$ cat src/jddp_pkg.sv
package jddp_pkg;

    // field and register widths
    localparam int JOY_W      = 14;
    localparam int DZ_W       = 13;
    localparam int GAIN_W     = 12;
    localparam int DUTY_W     = 13;
    localparam int CNT_W      = 12;
    localparam int CFG_IDX_W  = 3;
    localparam int CFG_DATA_W = 13;

    // mixing divides by 2**MIX_SHIFT
    localparam int MIX_SHIFT      = 13;
    localparam int JOY_CENTER_DEF = 8192;

    // reset values
    localparam logic [DZ_W-1:0]          DEADZONE_RST   = 13'd1000;
    localparam logic [GAIN_W-1:0]        TURN_GAIN_RST  = 12'd1500;
    localparam logic [GAIN_W-1:0]        DRIVE_GAIN_RST = 12'd2000;
    localparam logic [GAIN_W-1:0]        DUTY_LIMIT_RST = 12'd2000;
    localparam logic [CNT_W-1:0]         PERIOD_RST     = 12'd2000;
    localparam logic signed [DUTY_W-1:0] DUTY_RST       = 13'sd150;

    // input operation codes
    localparam logic OP_TICK = 1'b0;
    localparam logic OP_JOY  = 1'b1;

    // configuration register indexes
    typedef enum logic [CFG_IDX_W-1:0] {
        CFG_DEADZONE   = 3'd0,
        CFG_TURN_GAIN  = 3'd1,
        CFG_DRIVE_GAIN = 3'd2,
        CFG_DUTY_LIMIT = 3'd3,
        CFG_PERIOD     = 3'd4
    } t_cfg_index;

    // settings used by the joystick mixer
    typedef struct packed {
        logic [DZ_W-1:0]   deadzone;
        logic [GAIN_W-1:0] turn_gain;
        logic [GAIN_W-1:0] drive_gain;
        logic [GAIN_W-1:0] duty_limit;
    } t_mix_cfg;

endpackage

$ cat src/jddp_mix.sv
module jddp_mix
    import jddp_pkg::*;
#(
    parameter int JOY_CENTER = JOY_CENTER_DEF
) (
    input  t_mix_cfg                  i_cfg,
    input  logic [JOY_W-1:0]          i_joy_x,
    input  logic [JOY_W-1:0]          i_joy_y,
    output logic signed [DUTY_W-1:0]  o_left_duty,
    output logic signed [DUTY_W-1:0]  o_right_duty
);

    // offset width covers both the center and the full joystick range
    localparam int CTR_W = ($clog2(JOY_CENTER + 1) > JOY_W) ? $clog2(JOY_CENTER + 1) : JOY_W;
    localparam int DW    = CTR_W + 1;
    localparam int PW    = DW + GAIN_W + 1;
    localparam int TW    = PW - MIX_SHIFT;
    localparam int SW    = TW + 2;
    localparam logic signed [DW-1:0] CENTER = DW'(JOY_CENTER);
    localparam logic signed [PW-1:0] ROUND  = PW'((1 << MIX_SHIFT) - 1);

    logic signed [DW-1:0] dx;
    logic signed [DW-1:0] dy;
    logic signed [DW-1:0] dz;
    logic                 act_x;
    logic                 act_y;
    logic signed [PW-1:0] prod_x;
    logic signed [PW-1:0] prod_y;
    logic signed [PW-1:0] bias_x;
    logic signed [PW-1:0] bias_y;
    logic signed [PW-1:0] quo_x;
    logic signed [PW-1:0] quo_y;
    logic signed [TW-1:0] term_x;
    logic signed [TW-1:0] term_y;
    logic signed [SW-1:0] add_x;
    logic signed [SW-1:0] add_y;
    logic signed [SW-1:0] sum_l;
    logic signed [SW-1:0] sum_r;
    logic signed [SW-1:0] lim;

    // offsets from center and deadzone test
    always_comb begin
        dx    = CENTER - $signed({(DW - JOY_W)'(0), i_joy_x});
        dy    = CENTER - $signed({(DW - JOY_W)'(0), i_joy_y});
        dz    = $signed({(DW - DZ_W)'(0), i_cfg.deadzone});
        act_x = (dx > dz) || (dx < -dz);
        act_y = (dy > dz) || (dy < -dz);
    end

    // scaled terms, division truncates toward zero
    always_comb begin
        prod_x = PW'(dx) * $signed({(PW - GAIN_W)'(0), i_cfg.turn_gain});
        prod_y = PW'(dy) * $signed({(PW - GAIN_W)'(0), i_cfg.drive_gain});
        bias_x = prod_x[PW-1] ? ROUND : '0;
        bias_y = prod_y[PW-1] ? ROUND : '0;
        quo_x  = (prod_x + bias_x) >>> MIX_SHIFT;
        quo_y  = (prod_y + bias_y) >>> MIX_SHIFT;
        term_x = TW'(quo_x);
        term_y = TW'(quo_y);
    end

    // mix and clamp
    always_comb begin
        add_x = act_x ? SW'(term_x) : '0;
        add_y = act_y ? SW'(term_y) : '0;
        sum_l = SW'(1) + add_x + add_y;
        sum_r = SW'(1) - add_x + add_y;
        lim   = $signed({(SW - GAIN_W)'(0), i_cfg.duty_limit});

        if (sum_l > lim) begin
            o_left_duty = DUTY_W'(lim);
        end else if (sum_l < -lim) begin
            o_left_duty = DUTY_W'(-lim);
        end else begin
            o_left_duty = DUTY_W'(sum_l);
        end

        if (sum_r > lim) begin
            o_right_duty = DUTY_W'(lim);
        end else if (sum_r < -lim) begin
            o_right_duty = DUTY_W'(-lim);
        end else begin
            o_right_duty = DUTY_W'(sum_r);
        end
    end

endmodule

$ cat src/joystick_differential_drive_pwm_core.sv
// Two-motor sign-magnitude PWM with joystick mixing.
// Input channel (i_in_valid / o_in_ready) carries one transaction per item:
// i_op selects a timer tick or a joystick sample (i_joy_x, i_joy_y).
// Output channel (o_out_valid / i_out_ready) returns exactly one transaction
// per input item: drive levels, direction bits and the current signed duties.
// The path is an input register, then the mixing / PWM logic into
// the output register. One item is taken every cycle while the output side
// keeps up; the pair of registers lets one further item be taken while a
// result is held for a stalled receiver. The loop is the state update, which
// completes in the same cycle the item leaves the input register, so a tick
// right after a joystick sample sees the new duties.
// Configuration (i_cfg_wr_en, i_cfg_index, i_cfg_data) is written with
// no handshake; indexes past the last register are ignored.
// Reset (synchronous, active low) empties both registers, clears the tick
// counter and levels, sets both duties to 150 and loads default settings.
// When i_out_ready is low the result holds and the input register fills,
// after which o_in_ready drops until the result is taken.
module joystick_differential_drive_pwm_core
    import jddp_pkg::*;
#(
    parameter int JOY_CENTER = JOY_CENTER_DEF
) (
    input  logic                     i_clk,
    input  logic                     i_rst_n,
    // configuration
    input  logic                     i_cfg_wr_en,
    input  logic [CFG_IDX_W-1:0]     i_cfg_index,
    input  logic [CFG_DATA_W-1:0]    i_cfg_data,
    // input channel
    input  logic                     i_in_valid,
    output logic                     o_in_ready,
    input  logic                     i_op,
    input  logic [JOY_W-1:0]         i_joy_x,
    input  logic [JOY_W-1:0]         i_joy_y,
    // output channel
    output logic                     o_out_valid,
    input  logic                     i_out_ready,
    output logic                     o_left_drive,
    output logic                     o_left_dir,
    output logic                     o_right_drive,
    output logic                     o_right_dir,
    output logic signed [DUTY_W-1:0] o_left_duty_now,
    output logic signed [DUTY_W-1:0] o_right_duty_now
);

    // configuration registers
    t_mix_cfg          r_mix_cfg;
    logic [CNT_W-1:0]  r_period;

    // input register
    logic              r_in_valid;
    logic              r_in_op;
    logic [JOY_W-1:0]  r_in_joy_x;
    logic [JOY_W-1:0]  r_in_joy_y;

    // block state
    logic [CNT_W-1:0]         r_tick_count;
    logic signed [DUTY_W-1:0] r_left_duty;
    logic signed [DUTY_W-1:0] r_right_duty;
    logic                     r_left_level;
    logic                     r_right_level;

    // output register
    logic                     r_out_valid;
    logic                     r_out_left_drive;
    logic                     r_out_right_drive;
    logic signed [DUTY_W-1:0] r_out_left_duty;
    logic signed [DUTY_W-1:0] r_out_right_duty;

    logic                     advance;
    logic signed [DUTY_W-1:0] mix_left;
    logic signed [DUTY_W-1:0] mix_right;
    logic                     ldir;
    logic                     rdir;
    logic [CNT_W-1:0]         lmag;
    logic [CNT_W-1:0]         rmag;
    logic [CNT_W-1:0]         cnt_inc;

    logic [CNT_W-1:0]         n_tick_count;
    logic signed [DUTY_W-1:0] n_left_duty;
    logic signed [DUTY_W-1:0] n_right_duty;
    logic                     n_left_level;
    logic                     n_right_level;

    // handshake
    assign advance    = r_in_valid && (!r_out_valid || i_out_ready);
    assign o_in_ready = !r_in_valid || advance;

    // configuration writes
    always_ff @(posedge i_clk) begin
        if (!i_rst_n) begin
            r_mix_cfg.deadzone   <= DEADZONE_RST;
            r_mix_cfg.turn_gain  <= TURN_GAIN_RST;
            r_mix_cfg.drive_gain <= DRIVE_GAIN_RST;
            r_mix_cfg.duty_limit <= DUTY_LIMIT_RST;
            r_period             <= PERIOD_RST;
        end else if (i_cfg_wr_en) begin
            case (i_cfg_index)
                CFG_DEADZONE:   r_mix_cfg.deadzone   <= DZ_W'(i_cfg_data);
                CFG_TURN_GAIN:  r_mix_cfg.turn_gain  <= GAIN_W'(i_cfg_data);
                CFG_DRIVE_GAIN: r_mix_cfg.drive_gain <= GAIN_W'(i_cfg_data);
                CFG_DUTY_LIMIT: r_mix_cfg.duty_limit <= GAIN_W'(i_cfg_data);
                CFG_PERIOD:     r_period             <= CNT_W'(i_cfg_data);
                default: ;
            endcase
        end
    end

    // input register
    always_ff @(posedge i_clk) begin
        if (!i_rst_n) begin
            r_in_valid <= 1'b0;
        end else if (o_in_ready) begin
            r_in_valid <= i_in_valid;
        end
    end

    always_ff @(posedge i_clk) begin
        if (o_in_ready && i_in_valid) begin
            r_in_op    <= i_op;
            r_in_joy_x <= i_joy_x;
            r_in_joy_y <= i_joy_y;
        end
    end

    // joystick mixing
    jddp_mix #(
        .JOY_CENTER (JOY_CENTER)
    ) u_mix (
        .i_cfg        (r_mix_cfg),
        .i_joy_x      (r_in_joy_x),
        .i_joy_y      (r_in_joy_y),
        .o_left_duty  (mix_left),
        .o_right_duty (mix_right)
    );

    // next state for a tick or a joystick sample
    always_comb begin
        ldir    = r_left_duty[DUTY_W-1];
        rdir    = r_right_duty[DUTY_W-1];
        lmag    = ldir ? CNT_W'(-r_left_duty) : CNT_W'(r_left_duty);
        rmag    = rdir ? CNT_W'(-r_right_duty) : CNT_W'(r_right_duty);
        cnt_inc = r_tick_count + CNT_W'(1);

        n_tick_count  = r_tick_count;
        n_left_duty   = r_left_duty;
        n_right_duty  = r_right_duty;
        n_left_level  = r_left_level;
        n_right_level = r_right_level;

        if (r_in_op == OP_JOY) begin
            n_left_duty  = mix_left;
            n_right_duty = mix_right;
        end else begin
            n_tick_count = cnt_inc;
            if (cnt_inc == lmag) begin
                n_left_level = ldir;
            end
            if (cnt_inc == rmag) begin
                n_right_level = rdir;
            end
            // period end wins over the duty match
            if (cnt_inc >= r_period) begin
                n_tick_count  = '0;
                n_left_level  = !ldir;
                n_right_level = !rdir;
            end
        end
    end

    // state update
    always_ff @(posedge i_clk) begin
        if (!i_rst_n) begin
            r_tick_count  <= '0;
            r_left_duty   <= DUTY_RST;
            r_right_duty  <= DUTY_RST;
            r_left_level  <= 1'b0;
            r_right_level <= 1'b0;
        end else if (advance) begin
            r_tick_count  <= n_tick_count;
            r_left_duty   <= n_left_duty;
            r_right_duty  <= n_right_duty;
            r_left_level  <= n_left_level;
            r_right_level <= n_right_level;
        end
    end

    // output register
    always_ff @(posedge i_clk) begin
        if (!i_rst_n) begin
            r_out_valid <= 1'b0;
        end else if (advance) begin
            r_out_valid <= 1'b1;
        end else if (i_out_ready) begin
            r_out_valid <= 1'b0;
        end
    end

    always_ff @(posedge i_clk) begin
        if (advance) begin
            r_out_left_drive  <= n_left_level;
            r_out_right_drive <= n_right_level;
            r_out_left_duty   <= n_left_duty;
            r_out_right_duty  <= n_right_duty;
        end
    end

    assign o_out_valid      = r_out_valid;
    assign o_left_drive     = r_out_left_drive;
    assign o_right_drive    = r_out_right_drive;
    assign o_left_dir       = r_out_left_duty[DUTY_W-1];
    assign o_right_dir      = r_out_right_duty[DUTY_W-1];
    assign o_left_duty_now  = r_out_left_duty;
    assign o_right_duty_now = r_out_right_duty;

endmodule

$ cat config.mk
export PLATFORM = sky130hd
export DESIGN_NAME = joystick_differential_drive_pwm_core
export DESIGN_NICKNAME = d
export VERILOG_FILES = /design/src/jddp_pkg.sv /design/src/jddp_mix.sv /design/src/joystick_differential_drive_pwm_core.sv
export SDC_FILE = /design/constraint.sdc
export NUM_CORES = 2
export LEC_CHECK = 0
export BUFFER_PORTS_ARGS = -buffer_cell sky130_fd_sc_hd__buf_2
export CAP_MARGIN = 20
export CORE_ASPECT_RATIO = 0.5
export CORE_MARGIN = 2
export CORE_UTILIZATION = 41
export CTS_CLUSTER_SIZE = 14
export DETAILED_ROUTE_END_ITERATION = 8
export RECOVER_POWER = 25
export SLEW_MARGIN = 15
export SYNTH_ARGS = -nofsm -noshare
export SYNTH_HDL_FRONTEND = slang
export SYNTH_HIERARCHICAL = 1
export SYNTH_SLANG_ARGS = --single-unit
$ cat constraint.sdc
create_clock -name i_clk -period 14.1 [get_ports i_clk]
set_input_delay 0.705 -clock i_clk [delete_from_list [all_inputs] [get_ports i_clk]]
set_output_delay 0.705 -clock i_clk [all_outputs]
set_load 0.02 [all_outputs]
==> flow_summary.toml <==
[outcome]
outcome = "finished, violations left"
violations = "capacitance limit, slew limit"

[yosys]
synth_simple_gate_area_frac = 0.1860
syn_area_sq_um = 27800
synth-xor-area-share = 0.06702
synth_top_family_by_area = "adder cells"
ys.flop_type = "dfxtp_1"
synth_top_area_cell = "fa_1"
synth_top_area_frac = 0.2362
avgSynthCellArea_sq_um = 8.598
synthesis.nets = 3924
synth.distinct_cells = 108
synth-compound-area-share = 0.1265
synth.most_common_cell = "inv_1"
ys_seq_area_frac = 0.1358
synthCells = 3233
synth_area_leaders = "fa_1 (24%), ha_1 (14%), dfxtp_1 (7.4%)"
synth_warnings = 6
ys_async_sr_fraction = 0
synth_fa_ha_area_frac = 0.3779
synth_commonest_cells = "inv_1 (495), nand2_1 (413), fa_1 (328), ha_1 (313), and2_1 (211)"
synth_edf_count = 57
synthMuxAreaShare = 0.02215
synth_seq_cells = 160

[floorplan]
fp.dieW_microns = 372.2
die_h_microns = 188.1
rows = 67
ios = 82
start_util = 0.4150
die_area_sq_um = 70030
core_sq_um = 66980

[final_layout]
multiInputGateArea_sq_um = 21940
nets = 3985
final_core_util = 0.4535
fill_cells = 6573
drive_above_1_share = 0.09435
regArea_sq_um = 3774
area_growth_pct = 9.277
layout.cells.non_filler = 4207

[setup_path]
regToRegEndpoint = "r_left_duty[9]"
reg2regPathDepth = 59
critPathKind = "reg2reg"
cp.arrival_ns = 14.01
reg2reg_setup_slack_ns = 0.48
crit_fanout = 11
crit_top_cell = "a21o_1"
max_stage_delay_ns = 0.60
crit_required_ns = 14.49
r2r_start = "r_in_joy_x[6]"
startpoint_type = "register"
crit_path_end_kind = "register"
cpMaxStageDelayCell = "or4_1"

[timing]
fmax_ghz = 0.07344
period_share = 0.9658
final_hold_viol_count = 0
worst_pin_slew_ns = 2.031
period_needed_ns = 13.62
holdWs_ns = 0.4166
fin_worst_skew_ns = 0.01632
report.final.setup_viol = 0
slew_violations = 30
relSlewSlack = -0.3537

[worst_hold_path]
hp-class = "in2reg"
min-delay-start = "i_joy_x[2]"
min_to = "r_in_joy_x[2]"
min_path_cells = 1

[drt]
drc = 0
ant_nets = 0
drt_iter0_markers = 1624
via_per_inst = 5.357
avgRoutedWirePerCell_microns = 18.10
first_pass_iters = 6
finalWirelength_microns = 76160
vias = 22540

[clocking]
insertion_delay_ns = 0.46
htree_levels = 4
tritoncts = "yes"
cts_sinks = 160
clockBufferDepth = 2
cts-root-buf = "clkbuf_16"
cts.clk_slew.worst_paths_ns = 0.07
numCtsBuffers = 17

[global_routing]
gr-total-overflow = 0
grt_start_max_net_pins = 60
grtUsageTotal = 0.2215
grt_pass1_wl_microns = 123500
grt_pass1_vias = 22640
antenna_found_initial = 0

[placed_design]
dpl.hpwl_microns = 62130
place_inst = 4157
port_buffers = 81
gp_congestion = 0.9325

[job]
max_cap_viol_count = 1
## critical path: cells and delay by family, from the launching register on
kind,cells,cell delay (ns)
and+or+nand+nor,10,2.41
buffers and inverters,10,1.06
adders and majority gates,10,4.17
AOI/OAI and AO/OA,24,4.65
xor gates and xnor gates,3,0.48
DFF,1,0.42
muxes,2,0.31
## cells by family (layout without fill, tap and decap cells)
family          Yosys count  count (layout)
compound gates          513             514
simple gates           1044            1044
fa+ha+maj               643             643
buf+inv                 618             691
flops                   160             160
mux                      58              58
other cells               0               3
xor+xnor                197             197
## state kept, by name, indices dropped and copies added, names as in the netlist
| name | flops |
|---|---|
| r_mix_cfg | 49 |
| r_in_joy_x | 14 |
| r_in_joy_y | 14 |
| o_left_duty_now | 13 |
| o_right_duty_now | 13 |
| r_left_duty | 13 |
| r_right_duty | 13 |
| r_period | 12 |
| r_tick_count | 12 |
| o_left_drive | 1 |
| o_out_valid | 1 |
| o_right_drive | 1 |
| r_in_op | 1 |
| r_in_valid | 1 |
| r_left_level | 1 |
| r_right_level | 1 |
## worst max path at each step
stage / slack (ns) / to / startpoint
floorplan: 1.06 / r_right_duty[7] / r_in_joy_x[6]
global placement: 0.28 / r_left_duty[12] / r_in_joy_x[6]
detailed placement: 0.06 / r_right_duty[4] / r_in_joy_x[6]
CTS: 0.03 / r_left_duty[5] / r_in_joy_x[6]
global route: -0.1 / r_left_duty[5] / r_in_joy_x[7]
finish: 0.48 / r_left_duty[9] / r_in_joy_x[6]
## routing by layer
layer | up-vias | wire, microns | global-route usage | share of wire
met3 | 59 | 3526 | 0.02386 | 0.046
met2 | 512 | 34220 | 0.3518 | 0.45
li1 | 10790 | - | - | -
met5 | - | 0 | 0 | 0
met4 | 0 | 959 | 0.04001 | 0.013
met1 | 11180 | 37460 | 0.3268 | 0.49
## cells in the final DEF (no fill, tap or decap), drive strengths merged, types with 70 or more instances in the layout
cell type	count
nand3	75
a21oi	148
and2	212
ha	313
nor2	128
inv	502
o21ai	102
xnor2	120
fa	328
buf	160
xor2	70
nand2	413
dfxtp	103
## cell type report
type | instances | share of cell area
inverter | 497 | 0.06141
timing repair buffer | 162 | 0.03357
antenna | 3 | 0.0002471
sequential | 160 | 0.1242
multi-input combinational | 2456 | 0.7222
tap | 897 | 0.03695
clock inverter | 15 | 0.007414
clock buffer | 17 | 0.01400
## per-stage QoR
step                instance area (sq um)  TNS, ns  setup slack (ns)
global placement                    29360        0            0.2845
floorplan                           27800        0             1.055
finish                              30380        0            0.4828
CTS                                 30010        0           0.03078
global route                        30370  -0.6104          -0.09501
detailed placement                  29360        0           0.05949
## timing repair
action / 4_1_cts / 5_1_grt
resized for setup: 0 / 64
setup buffers: 0 / 13
hold buffers: 0 / 0
endpoints found under the setup margin: 0 / 52
Power is left out: the tool's default activity adds up to more than one toggle a clock period on the data nets, which glitch-free logic cannot reach.
